==> src/rtl/lprs_pkg.sv <==
// lprs_pkg: widths, register indexes, reset values and shared types
// for the lidar point run segmenter; used by every module in rtl/
package lprs_pkg;

    localparam int COORD_BITS   = 18;
    localparam int MAX_RUN_BITS = 12;

    localparam int DIFF_W     = COORD_BITS + 1;
    localparam int SQ_W       = 2 * DIFF_W;
    localparam int ROOT_W     = DIFF_W;
    localparam int REM_W      = ROOT_W + 2;
    localparam int ROOT_CNT_W = $clog2(ROOT_W + 1);

    localparam int SPLIT_W = 36;
    localparam int MAXP_W  = 12;
    localparam int SRAD_W  = 18;
    localparam int SEQ_W   = 16;

    localparam int CMP_W     = (SQ_W > SPLIT_W) ? SQ_W : SPLIT_W;
    localparam int RUN_CMP_W = (MAX_RUN_BITS > MAXP_W) ? MAX_RUN_BITS : MAXP_W;

    localparam int CFG_IDX_W  = 2;
    localparam int CFG_DATA_W = SPLIT_W;

    localparam logic [CFG_IDX_W-1:0] CFG_SPLIT_DIST_SQ = CFG_IDX_W'(0);
    localparam logic [CFG_IDX_W-1:0] CFG_MAX_POINTS    = CFG_IDX_W'(1);
    localparam logic [CFG_IDX_W-1:0] CFG_SINGLE_RADIUS = CFG_IDX_W'(2);

    localparam logic [SPLIT_W-1:0] SPLIT_RESET = SPLIT_W'(10000);
    localparam logic [MAXP_W-1:0]  MAXP_RESET  = MAXP_W'(32);
    localparam logic [SRAD_W-1:0]  SRAD_RESET  = SRAD_W'(100);

    localparam logic [MAX_RUN_BITS-1:0] RUN_MAX = {MAX_RUN_BITS{1'b1}};
    localparam logic [SEQ_W-1:0]        SEQ_MAX = {SEQ_W{1'b1}};

    typedef enum logic [3:0] {
        ST_IDLE,
        ST_GAP_X,
        ST_GAP_Y,
        ST_DECIDE,
        ST_SPAN_X,
        ST_SPAN_Y,
        ST_ROOT_LOAD,
        ST_ROOT,
        ST_EMIT
    } t_state;

    // status from the datapath to the sequencer
    typedef struct packed {
        logic in_valid;
        logic fresh;
        logic split;
        logic single;
        logic root_busy;
        logic out_free;
    } t_stat;

    // controls from the sequencer to the datapath
    typedef struct packed {
        logic take;
        logic mac_en;
        logic mac_first;
        logic mac_y;
        logic mac_span;
        logic root_start;
        logic open_run;
        logic seq_clear;
        logic extend_run;
        logic emit;
    } t_ctrl;

endpackage

==> src/rtl/lprs_sqacc.sv <==
// lprs_sqacc: shared square-and-accumulate unit, one coordinate difference
// squared per cycle while enabled; depends on lprs_pkg
module lprs_sqacc (
    input  logic                                  i_clk,
    input  logic                                  i_en,
    input  logic                                  i_first,
    input  logic signed [lprs_pkg::COORD_BITS-1:0] i_a,
    input  logic signed [lprs_pkg::COORD_BITS-1:0] i_b,
    output logic        [lprs_pkg::SQ_W-1:0]       o_acc
);

    logic signed [lprs_pkg::DIFF_W-1:0] diff;
    logic signed [lprs_pkg::SQ_W-1:0]   prod;
    logic        [lprs_pkg::SQ_W-1:0]   r_acc;

    assign diff = lprs_pkg::DIFF_W'(i_a) - lprs_pkg::DIFF_W'(i_b);
    assign prod = diff * diff;

    always_ff @(posedge i_clk) begin
        if (i_en) begin
            if (i_first) begin
                r_acc <= $unsigned(prod);
            end else begin
                r_acc <= r_acc + $unsigned(prod);
            end
        end
    end

    assign o_acc = r_acc;

endmodule

==> src/rtl/lprs_isqrt.sv <==
// lprs_isqrt: floor integer square root, one result bit per cycle
// (restoring digit recurrence); depends on lprs_pkg
module lprs_isqrt (
    input  logic                          i_clk,
    input  logic                          i_rst_n,
    input  logic                          i_start,
    input  logic [lprs_pkg::SQ_W-1:0]     i_radicand,
    output logic                          o_busy,
    output logic [lprs_pkg::ROOT_W-1:0]   o_root
);

    logic [lprs_pkg::SQ_W-1:0]       r_rad;
    logic [lprs_pkg::REM_W-1:0]      r_rem;
    logic [lprs_pkg::ROOT_W-1:0]     r_root;
    logic [lprs_pkg::ROOT_CNT_W-1:0] r_cnt;
    logic                            r_busy;

    logic [lprs_pkg::REM_W-1:0] rem_sh;
    logic [lprs_pkg::REM_W-1:0] trial;
    logic                       fits;

    assign rem_sh = {r_rem[lprs_pkg::REM_W-3:0], r_rad[lprs_pkg::SQ_W-1 -: 2]};
    assign trial  = {r_root, 2'b01};
    assign fits   = (rem_sh >= trial);

    always_ff @(posedge i_clk) begin
        if (!i_rst_n) begin
            r_busy <= 1'b0;
            r_cnt  <= '0;
        end else if (i_start) begin
            r_busy <= 1'b1;
            r_cnt  <= lprs_pkg::ROOT_CNT_W'(lprs_pkg::ROOT_W);
        end else if (r_busy) begin
            r_cnt <= r_cnt - 1'b1;
            if (r_cnt == lprs_pkg::ROOT_CNT_W'(1)) begin
                r_busy <= 1'b0;
            end
        end
    end

    always_ff @(posedge i_clk) begin
        if (i_start) begin
            r_rad  <= i_radicand;
            r_rem  <= '0;
            r_root <= '0;
        end else if (r_busy) begin
            r_rad <= {r_rad[lprs_pkg::SQ_W-3:0], 2'b00};
            if (fits) begin
                r_rem  <= rem_sh - trial;
                r_root <= {r_root[lprs_pkg::ROOT_W-2:0], 1'b1};
            end else begin
                r_rem  <= rem_sh;
                r_root <= {r_root[lprs_pkg::ROOT_W-2:0], 1'b0};
            end
        end
    end

    assign o_busy = r_busy;
    assign o_root = r_root;

endmodule

==> src/rtl/lprs_ctrl.sv <==
// lprs_ctrl: sequencer that steps one point through gap check,
// span measurement, square root and result emit; depends on lprs_pkg
module lprs_ctrl (
    input  logic              i_clk,
    input  logic              i_rst_n,
    input  lprs_pkg::t_stat   i_stat,
    output lprs_pkg::t_ctrl   o_ctrl,
    output lprs_pkg::t_state  o_state
);

    lprs_pkg::t_state r_state;
    lprs_pkg::t_state n_state;

    always_ff @(posedge i_clk) begin
        if (!i_rst_n) begin
            r_state <= lprs_pkg::ST_IDLE;
        end else begin
            r_state <= n_state;
        end
    end

    always_comb begin
        n_state = r_state;
        case (r_state)
            lprs_pkg::ST_IDLE: begin
                if (i_stat.in_valid) begin
                    n_state = lprs_pkg::ST_GAP_X;
                end
            end
            lprs_pkg::ST_GAP_X:  n_state = lprs_pkg::ST_GAP_Y;
            lprs_pkg::ST_GAP_Y:  n_state = lprs_pkg::ST_DECIDE;
            lprs_pkg::ST_DECIDE: begin
                if (i_stat.fresh || !i_stat.split) begin
                    n_state = lprs_pkg::ST_IDLE;
                end else if (i_stat.single) begin
                    n_state = lprs_pkg::ST_EMIT;
                end else begin
                    n_state = lprs_pkg::ST_SPAN_X;
                end
            end
            lprs_pkg::ST_SPAN_X:    n_state = lprs_pkg::ST_SPAN_Y;
            lprs_pkg::ST_SPAN_Y:    n_state = lprs_pkg::ST_ROOT_LOAD;
            lprs_pkg::ST_ROOT_LOAD: n_state = lprs_pkg::ST_ROOT;
            lprs_pkg::ST_ROOT: begin
                if (!i_stat.root_busy) begin
                    n_state = lprs_pkg::ST_EMIT;
                end
            end
            lprs_pkg::ST_EMIT: begin
                if (i_stat.out_free) begin
                    n_state = lprs_pkg::ST_IDLE;
                end
            end
            default: n_state = lprs_pkg::ST_IDLE;
        endcase
    end

    always_comb begin
        o_ctrl = '0;
        case (r_state)
            lprs_pkg::ST_IDLE: o_ctrl.take = 1'b1;
            lprs_pkg::ST_GAP_X: begin
                o_ctrl.mac_en    = 1'b1;
                o_ctrl.mac_first = 1'b1;
            end
            lprs_pkg::ST_GAP_Y: begin
                o_ctrl.mac_en = 1'b1;
                o_ctrl.mac_y  = 1'b1;
            end
            lprs_pkg::ST_DECIDE: begin
                if (i_stat.fresh) begin
                    o_ctrl.open_run  = 1'b1;
                    o_ctrl.seq_clear = 1'b1;
                end else if (!i_stat.split) begin
                    o_ctrl.extend_run = 1'b1;
                end
            end
            lprs_pkg::ST_SPAN_X: begin
                o_ctrl.mac_en    = 1'b1;
                o_ctrl.mac_first = 1'b1;
                o_ctrl.mac_span  = 1'b1;
            end
            lprs_pkg::ST_SPAN_Y: begin
                o_ctrl.mac_en   = 1'b1;
                o_ctrl.mac_y    = 1'b1;
                o_ctrl.mac_span = 1'b1;
            end
            lprs_pkg::ST_ROOT_LOAD: o_ctrl.root_start = 1'b1;
            lprs_pkg::ST_ROOT: ;
            lprs_pkg::ST_EMIT: begin
                if (i_stat.out_free) begin
                    o_ctrl.emit     = 1'b1;
                    o_ctrl.open_run = 1'b1;
                end
            end
            default: o_ctrl = '0;
        endcase
    end

    assign o_state = r_state;

endmodule

==> src/rtl/lidar_point_run_segmenter.sv <==
// lidar_point_run_segmenter: breaks an ordered lidar point stream into runs
// and reports one obstacle per closed run. A point that extends or opens a run
// passes the gap check and the decision before ready again; a point that closes
// a run of two or more points also measures the span and runs the bit-serial
// square root, plus any wait for the output register; a one-point run skips both.
// Synchronous active-low reset clears the run, sequence count, config registers and output valid.
module lidar_point_run_segmenter (
    input  logic                                   i_clk,
    input  logic                                   i_rst_n,
    input  logic                                   i_in_valid,
    output logic                                   o_in_stall,
    input  logic signed [lprs_pkg::COORD_BITS-1:0] i_x_pos,
    input  logic signed [lprs_pkg::COORD_BITS-1:0] i_y_pos,
    input  logic                                   i_frame_start,
    output logic                                   o_out_valid,
    input  logic                                   i_out_stall,
    output logic        [lprs_pkg::SEQ_W-1:0]      o_obstacle_seq,
    output logic signed [lprs_pkg::COORD_BITS-1:0] o_center_x,
    output logic signed [lprs_pkg::COORD_BITS-1:0] o_center_y,
    output logic        [lprs_pkg::ROOT_W-1:0]     o_radius,
    input  logic                                   i_cfg_valid,
    output logic                                   o_cfg_ready,
    input  logic        [lprs_pkg::CFG_IDX_W-1:0]  i_cfg_index,
    input  logic        [lprs_pkg::CFG_DATA_W-1:0] i_cfg_data
);

    lprs_pkg::t_stat  stat;
    lprs_pkg::t_ctrl  ctrl;
    lprs_pkg::t_state state;

    logic [lprs_pkg::SPLIT_W-1:0] r_split_dist_sq;
    logic [lprs_pkg::MAXP_W-1:0]  r_max_points;
    logic [lprs_pkg::SRAD_W-1:0]  r_single_radius;

    logic signed [lprs_pkg::COORD_BITS-1:0] r_cur_x, r_cur_y;
    logic                                   r_frame;
    logic signed [lprs_pkg::COORD_BITS-1:0] r_start_x, r_start_y;
    logic signed [lprs_pkg::COORD_BITS-1:0] r_last_x, r_last_y;
    logic [lprs_pkg::MAX_RUN_BITS-1:0]      r_run_len;
    logic [lprs_pkg::SEQ_W-1:0]             r_seq;
    logic [lprs_pkg::SEQ_W-1:0]             n_seq;

    logic                                   r_out_valid;
    logic [lprs_pkg::SEQ_W-1:0]             r_out_seq;
    logic signed [lprs_pkg::COORD_BITS-1:0] r_out_cx, r_out_cy;
    logic [lprs_pkg::ROOT_W-1:0]            r_out_radius;

    logic signed [lprs_pkg::COORD_BITS-1:0] mac_a, mac_b;
    logic [lprs_pkg::SQ_W-1:0]              acc;
    logic                                   root_busy;
    logic [lprs_pkg::ROOT_W-1:0]            root;
    logic signed [lprs_pkg::DIFF_W-1:0]     sum_x, sum_y;
    logic                                   accept;

    assign accept      = ctrl.take && i_in_valid;
    assign o_in_stall  = !ctrl.take;
    assign o_cfg_ready = 1'b1;

    always_ff @(posedge i_clk) begin
        if (!i_rst_n) begin
            r_split_dist_sq <= lprs_pkg::SPLIT_RESET;
            r_max_points    <= lprs_pkg::MAXP_RESET;
            r_single_radius <= lprs_pkg::SRAD_RESET;
        end else if (i_cfg_valid) begin
            case (i_cfg_index)
                lprs_pkg::CFG_SPLIT_DIST_SQ:
                    r_split_dist_sq <= i_cfg_data[lprs_pkg::SPLIT_W-1:0];
                lprs_pkg::CFG_MAX_POINTS:
                    r_max_points <= i_cfg_data[lprs_pkg::MAXP_W-1:0];
                lprs_pkg::CFG_SINGLE_RADIUS:
                    r_single_radius <= i_cfg_data[lprs_pkg::SRAD_W-1:0];
                default: ;
            endcase
        end
    end

    always_ff @(posedge i_clk) begin
        if (accept) begin
            r_cur_x <= i_x_pos;
            r_cur_y <= i_y_pos;
            r_frame <= i_frame_start;
        end
    end

    // gap check pairs current with last; span pairs start with last
    assign mac_a = ctrl.mac_span ? (ctrl.mac_y ? r_start_y : r_start_x)
                                 : (ctrl.mac_y ? r_cur_y : r_cur_x);
    assign mac_b = ctrl.mac_y ? r_last_y : r_last_x;

    lprs_sqacc u_sqacc (
        .i_clk   (i_clk),
        .i_en    (ctrl.mac_en),
        .i_first (ctrl.mac_first),
        .i_a     (mac_a),
        .i_b     (mac_b),
        .o_acc   (acc)
    );

    lprs_isqrt u_isqrt (
        .i_clk      (i_clk),
        .i_rst_n    (i_rst_n),
        .i_start    (ctrl.root_start),
        .i_radicand (acc),
        .o_busy     (root_busy),
        .o_root     (root)
    );

    assign stat.in_valid  = i_in_valid;
    assign stat.fresh     = r_frame || (r_run_len == '0);
    assign stat.split     = (lprs_pkg::CMP_W'(acc) > lprs_pkg::CMP_W'(r_split_dist_sq))
                         || (lprs_pkg::RUN_CMP_W'(r_run_len)
                             >= lprs_pkg::RUN_CMP_W'(r_max_points));
    assign stat.single    = (r_run_len == lprs_pkg::MAX_RUN_BITS'(1));
    assign stat.root_busy = root_busy;
    assign stat.out_free  = !r_out_valid || !i_out_stall;

    lprs_ctrl u_ctrl (
        .i_clk   (i_clk),
        .i_rst_n (i_rst_n),
        .i_stat  (stat),
        .o_ctrl  (ctrl),
        .o_state (state)
    );

    always_comb begin
        n_seq = r_seq;
        if (ctrl.seq_clear) begin
            n_seq = '0;
        end else if (ctrl.emit && (r_seq != lprs_pkg::SEQ_MAX)) begin
            n_seq = r_seq + 1'b1;
        end
    end

    always_ff @(posedge i_clk) begin
        if (!i_rst_n) begin
            r_start_x <= '0;
            r_start_y <= '0;
            r_last_x  <= '0;
            r_last_y  <= '0;
            r_run_len <= '0;
            r_seq     <= '0;
        end else begin
            r_seq <= n_seq;
            if (ctrl.open_run) begin
                r_start_x <= r_cur_x;
                r_start_y <= r_cur_y;
                r_last_x  <= r_cur_x;
                r_last_y  <= r_cur_y;
                r_run_len <= lprs_pkg::MAX_RUN_BITS'(1);
            end else if (ctrl.extend_run) begin
                r_last_x <= r_cur_x;
                r_last_y <= r_cur_y;
                if (r_run_len != lprs_pkg::RUN_MAX) begin
                    r_run_len <= r_run_len + 1'b1;
                end
            end
        end
    end

    // floor of the half sum is an arithmetic shift of the widened sum
    assign sum_x = lprs_pkg::DIFF_W'(r_start_x) + lprs_pkg::DIFF_W'(r_last_x);
    assign sum_y = lprs_pkg::DIFF_W'(r_start_y) + lprs_pkg::DIFF_W'(r_last_y);

    always_ff @(posedge i_clk) begin
        if (!i_rst_n) begin
            r_out_valid <= 1'b0;
        end else if (ctrl.emit) begin
            r_out_valid <= 1'b1;
        end else if (!i_out_stall) begin
            r_out_valid <= 1'b0;
        end
    end

    always_ff @(posedge i_clk) begin
        if (ctrl.emit) begin
            r_out_seq <= n_seq;
            r_out_cx  <= sum_x[lprs_pkg::COORD_BITS:1];
            r_out_cy  <= sum_y[lprs_pkg::COORD_BITS:1];
            if (stat.single) begin
                r_out_radius <= lprs_pkg::ROOT_W'(r_single_radius);
            end else begin
                r_out_radius <= root;
            end
        end
    end

    assign o_out_valid    = r_out_valid;
    assign o_obstacle_seq = r_out_seq;
    assign o_center_x     = r_out_cx;
    assign o_center_y     = r_out_cy;
    assign o_radius       = r_out_radius;

    // root unit is only started when idle
    a_root_start_idle: assert property (@(posedge i_clk) disable iff (!i_rst_n)
        ctrl.root_start |-> !root_busy)
        else $error("square root started while busy");

    // a closed run always reopens with the current point alone
    a_emit_reopens: assert property (@(posedge i_clk) disable iff (!i_rst_n)
        ctrl.emit |=> (r_run_len == lprs_pkg::MAX_RUN_BITS'(1)))
        else $error("run not reopened after obstacle");

    // obstacle numbers start at one
    a_seq_nonzero: assert property (@(posedge i_clk) disable iff (!i_rst_n)
        o_out_valid |-> (o_obstacle_seq != '0))
        else $error("obstacle sequence number is zero");

    // no result is emitted over one still waiting
    a_no_overwrite: assert property (@(posedge i_clk) disable iff (!i_rst_n)
        (r_out_valid && i_out_stall) |-> !ctrl.emit)
        else $error("pending obstacle overwritten");

    // the sequencer only takes a request when in its idle state
    a_take_idle: assert property (@(posedge i_clk) disable iff (!i_rst_n)
        ctrl.take |-> (state == lprs_pkg::ST_IDLE))
        else $error("request taken outside idle");

endmodule

==> config.mk <==
export PLATFORM = sky130hd
export DESIGN_NAME = lidar_point_run_segmenter
export DESIGN_NICKNAME = d
export VERILOG_FILES = /design/src/rtl/lprs_pkg.sv /design/src/rtl/lprs_sqacc.sv /design/src/rtl/lprs_isqrt.sv /design/src/rtl/lprs_ctrl.sv /design/src/rtl/lidar_point_run_segmenter.sv
export SDC_FILE = /design/constraint.sdc
export NUM_CORES = 2
export LEC_CHECK = 0
export BUFFER_PORTS_ARGS = -buffer_cell sky130_fd_sc_hd__buf_2
export CAP_MARGIN = 15
export CORE_UTILIZATION = 25
export DETAILED_ROUTE_END_ITERATION = 10
export PLACE_DENSITY = 0.47
export SKIP_CTS_REPAIR_TIMING = 1
export SLEW_MARGIN = 5
export SYNTH_ARGS = -nofsm -noshare
export SYNTH_HDL_FRONTEND = slang
export SYNTH_HIERARCHICAL = 1
export SYNTH_SLANG_ARGS = --single-unit
==> constraint.sdc <==
create_clock -name i_clk -period 15.4 [get_ports i_clk]
set_input_delay 0.77 -clock i_clk [delete_from_list [all_inputs] [get_ports i_clk]]
set_output_delay 0.77 -clock i_clk [all_outputs]
set_load 0.05 [all_outputs]
# Yosys cells after proc, flatten, opt, wreduce, memory -nomap -nowiden
# Index checks and enable logic that the tools add are counted.
totals:
  regBits: 399
  in_bits: 80
  output_inout_bits: 74
classes:
  n_reduce_logical: 28
  n_eq_ne: 18
  n_mux: 45
  n_lt_le_gt_ge: 3
  multipliers: 1
  bitwise_logic: 1
  n_addsub: 8
op_table:
  columns: ["op", "n"]
  rows:
  - ["18-bit 2-to-1 mux", 9]
  - ["38-bit 2-to-1 mux", 3]
  - ["18-bit by 18-bit adder with 19-bit output", 2]
  - ["38-bit adder", 1]
  - ["38-bit by 36-bit > comparator with 1-bit output", 1]
  - ["19-bit by 19-bit multiplier with 38-bit output", 1]
  - ["4-bit case mux with 9 select lines", 1]
  - ["16-bit 2-to-1 mux", 2]
  - ["21-bit greater-or-equal comparator", 1]
  - ["4-bit 2-to-1 mux", 5]
  - ["1-bit 2-to-1 mux", 19]
  - ["19-bit 2-to-1 mux", 1]
  - ["18-bit by 18-bit subtractor with 19-bit output", 1]
  - ["19-bit subtractor", 1]
  - ["16-bit by 1-bit adder with 16-bit output (second input constant)", 1]
  - ["4-bit by 3-bit equality test with 1-bit output (second input constant)", 4]
  - ["16-bit != test (second input constant)", 1]
  - ["12-bit by 1-bit adder with 12-bit output (second input constant)", 1]
  - ["12-bit by 1-bit equality test with 1-bit output (second input constant)", 1]
  - ["12-bit greater-or-equal comparator", 1]
  - ["12-bit logical NOT", 1]
  - ["12-bit != test (second input constant)", 1]
  - ["5-bit 2-to-1 mux", 2]
  - ["2-bit AND reduction", 5]
  - ["other kinds (21)", 38]

# Longest topological paths before layout
depth:
  ltp_word: 9
  depth_mapped: 53

# By module
# Netlist, hierarchy kept.
modules_own_cells:
  columns: ["mod", "area_per_inst_um2", "n_inst", "seq_area_each_um2", "cells_each"]
  rows:
  - ["lprs_sqacc", 16405.7, 1, 1141.1, 1811]
  - ["lidar_point_run_segmenter", 13339.0, 1, 6586.3, 1310]
  - ["lprs_isqrt", 4388.0, 1, 2021.9, 411]
  - ["lprs_ctrl", 356.6, 1, 80.1, 45]

# Worst setup path after synthesis
# No wires, ideal clock.
synth_timing:
  path_type: "flip-flop to flip-flop"
  startpoint: "register u_ctrl.r_state[2] (netlist: u_ctrl/o_state[2])"
  endpoint: "register u_sqacc.r_acc (netlist bit u_sqacc/o_acc[25]) (data pin)"
  arrival_time_ns: 11.584
  path_buffers: 4
  path_slack_ns: 3.557
  period_less_slack_ns: 11.843
  stages_incl_launch_ff: 51
  path_cell_list: "dfxtp_1 > buf_4 > nor2_1 > nand2_1 > a21oi_1 > clkbuf_1 > clkbuf_1 > mux4_2 > inv_1 > ha_1 > inv_1 > fa_1 > a21o_1 > a21oi_1 > o21a_1 > nor2_1 > nor2_1 > o21bai_1 > (+15 left out) > inv_1 > ha_1 > ha_1 > a211o_1 > or4_1 > o21ba_2 > a31o_2 > a21oi_1 > xnor2_1 > ha_1 > and3_1 > a311oi_1 > o21ai_0 > a211o_1 > a31o_2 > a31oi_1 > mux2_2 > a211o_1"
synth_lines:
  columns: ["element", "line", "source"]
  rows:
  - ["start, declared", "lprs_ctrl.sv:11", "lprs_pkg::t_state r_state;"]
  - ["start signal, assigned", "lprs_ctrl.sv:16", "r_state <= lprs_pkg::ST_IDLE;"]
  - ["start signal, assigned", "lprs_ctrl.sv:18", "r_state <= n_state;"]
  - ["end signal, assigned", "lprs_sqacc.sv:22", "r_acc <= $unsigned(prod);"]
  - ["end signal, assigned", "lprs_sqacc.sv:24", "r_acc <= r_acc + $unsigned(prod);"]
  - ["end, declared", "lprs_sqacc.sv:14", "logic [lprs_pkg::SQ_W-1:0] r_acc;"]

==> metrics.txt <==
# port buffers 152; Synth async-reset ratio 0%; num rows 135; Worst setup startpoint u_ctrl/o_state[2]$_SDFFE_PN0P_; fin crit share about 85%; Clock Latency Late Sink about 0.60 ns; count leader, synth inv_1; Synth top area share roughly a fifth; Hold Path Class primary input to register; CTS clk-pin slew, worst paths ~0.060 ns; Die W ~370 um; Final Skew between 0.02 and 0.025 ns; hold wc startpoint i_x_pos[1]; Routed WL per cell approximately 17 um; Final min period roughly 13 ns; CTS buffer count 46; Max Clk Rate around 77 MHz; synth unique cells approximately 100; Routed Antenna Nets 0; top cells by count, synth inv_1, nand2_1, fa_1; syn avg cell area ~9.6 um2; worst stage delay on the critical path 0.59 ns; Reg2Reg Depth approximately 50; layout cells sized above 1 10.95%; RSZ-0062 raised after global routing no; DRC viols 0; antenna cells 0; post-synthesis sequential area ratio 28.50%; maximum number of pins on one net before global-route repair 80; Final setup violation count 0; first-pass GRT wire length roughly 150 mm; Starting Density between 20% and 30%; Hold Path Depth 1; DP HPWL between 70 and 80 mm; run status complete, no violations; Worst EP required 15.75 ns; 1st-iter DRT viols 1417; Data arrival, critical path about 13 ns; main area contributors after synthesis fa_1, edfxtp_1, dfxtp_1; cell count after synthesis approximately 3600; via/cell ratio roughly 4.5; DR pass1 iterations 5; Fin. Hold Viols 0; IO Pins 154; CTS tree yes; Max Cap Viol 0; Least-Margin Pin Slew roughly 1.1 ns; post-synth top area cell fa_1; initial antenna violation count 3; core box area ~140000 um2; worst-case clock buffer depth 3; Crit. End Element register; Die Span Y about 370 um; GRT Total Usage between 10% and 20%; area delta synth->final 12.74%; setup TNS 0 ns; crit path kind register to register; total die area 139400 um2; # clock sinks 399; total grt overflow 0; Synth warnings 6; # nets final between 4000 and 5000; WL final just over 90 mm; Max Fanout on Critical Path 18; Crit-path slowest cell dfxtp_1; Reg2Reg Launch Point u_ctrl/o_state[2]$_SDFFE_PN0P_; Post-Synthesis Cell Area around 34000 um2; Post-synth EDFFs between 150 and 200; relative slew slack around a quarter; Vias approximately 25000; Final Wtd Congestion 0.8426; H-Tree Level Count 2; max-slew violations 0; Post-Syn Nets roughly 4300; Worst setup SP type register; most used cell, CP inv_1; number of global-route vias before repair between 20000 and 30000; Root Buffer Master clkbuf_16; Synth Register Bits about 400; Main synth FF type dfxtp_1
-- cells by family (layout without fill, tap and decap cells) --
| logic type | Yosys count | count (layout) | share of synthesized area [%] |
|---|---|---|---|
| adder cells (fa/ha/maj) | 624 | 624 | 29.89 |
| multiplexers | 147 | 147 | 5.155 |
| flip-flops | 399 | 399 | 28.50 |
| buffers and inverters | 662 | 811 | 7.455 |
| XOR/XNOR | 173 | 173 | 4.437 |
| AO/OA/AOI/OAI | 580 | 580 | 11.57 |
| AND/OR/NAND/NOR | 991 | 991 | 12.98 |
| other | 1 | 1 | 0.01087 |
-- through the flow --
step                hold WS (ns)  setup slack (ns)  utilization (%)  cells  cell area (um2)
floorplan                 0.4271             3.557                -   3577            34490
global placement          0.4503             2.482            27.35   5421            37230
detailed placement        0.4581             2.295            27.35   5421            37230
CTS                       0.3124             2.268            28.56   5507            38880
global route              0.3231             1.359            28.56   5507            38880
finish                    0.3535             2.347            28.56   5507            38880
-- cell usage in the layout, fill, tap and decap left out, types with 65 or more instances in the layout --
cell type and count:
nor2_1 235, edfxtp_1 184, buf_2 151, inv_1 538
mux2_2 65, ha_1 291, xnor2_1 106, a21boi_0 98
a21oi_1 116, o21ai_0 88, dfxtp_1 214, fa_1 333
nand2_1 459
-- worst max-delay path: cells and delay by family (launching register included) --
kind	cells	cell delay, ns
AO/OA/AOI/OAI	16	3.53
XOR/XNOR	2	0.25
adder cells (fa/ha/maj)	11	4.57
buffers and inverters	10	1.24
flip-flops	1	0.59
multiplexers	2	0.81
AND/OR/NAND/NOR	8	1.78
-- worst paths after layout --
kind	end	slack, ns
max reg2reg	u_sqacc/o_acc[34]$_DFFE_PP_	2.35
min	r_cur_x[1]$_DFFE_PP_	0.35
min reg2reg	r_single_radius[12]$_SDFFE_PN0P_	0.46
max	u_sqacc/o_acc[34]$_DFFE_PP_	2.35
-- sequential cells by signal (all words and copies together), names as in the netlist, 4 cells and up --
register / flops
u_isqrt/r_rad: 38
o_center_y: 18
u_isqrt/r_cnt: 5
u_isqrt/r_rem: 19
r_last_x: 18
u_ctrl/o_state: 4
r_start_y: 18
r_seq: 16
r_run_len: 12
u_isqrt/o_root: 19
r_last_y: 18
r_split_dist_sq: 36
r_max_points: 12
u_sqacc/o_acc: 38
r_single_radius: 18
o_radius: 19
r_cur_y: 18
r_start_x: 18
r_cur_x: 18
o_center_x: 18
o_obstacle_seq: 16
-- layer usage --
metal | vias to the layer above | wire length, um | GRT usage [%]
li1 | 12090 | - | -
met1 | 12000 | 45820 | 18.50
met2 | 397 | 41470 | 21.25
met3 | 90 | 3249 | 1.703
met4 | 2 | 1426 | 2.205
met5 | - | 13 | 0
-- cell type report --
class                   instances  area (um2)
fillers                     14410       97260
inverters                     543        2046
clock buffers                  60        1308
flip-flops and latches        399        9831
clock inverters                26       344.1
well taps                    1781        2228
multi-input cells            2516       22140
repair buffers                182       988.4
Power is left out: the tool's default activity adds up to more than one toggle a clock period on the data nets, which glitch-free logic cannot reach.
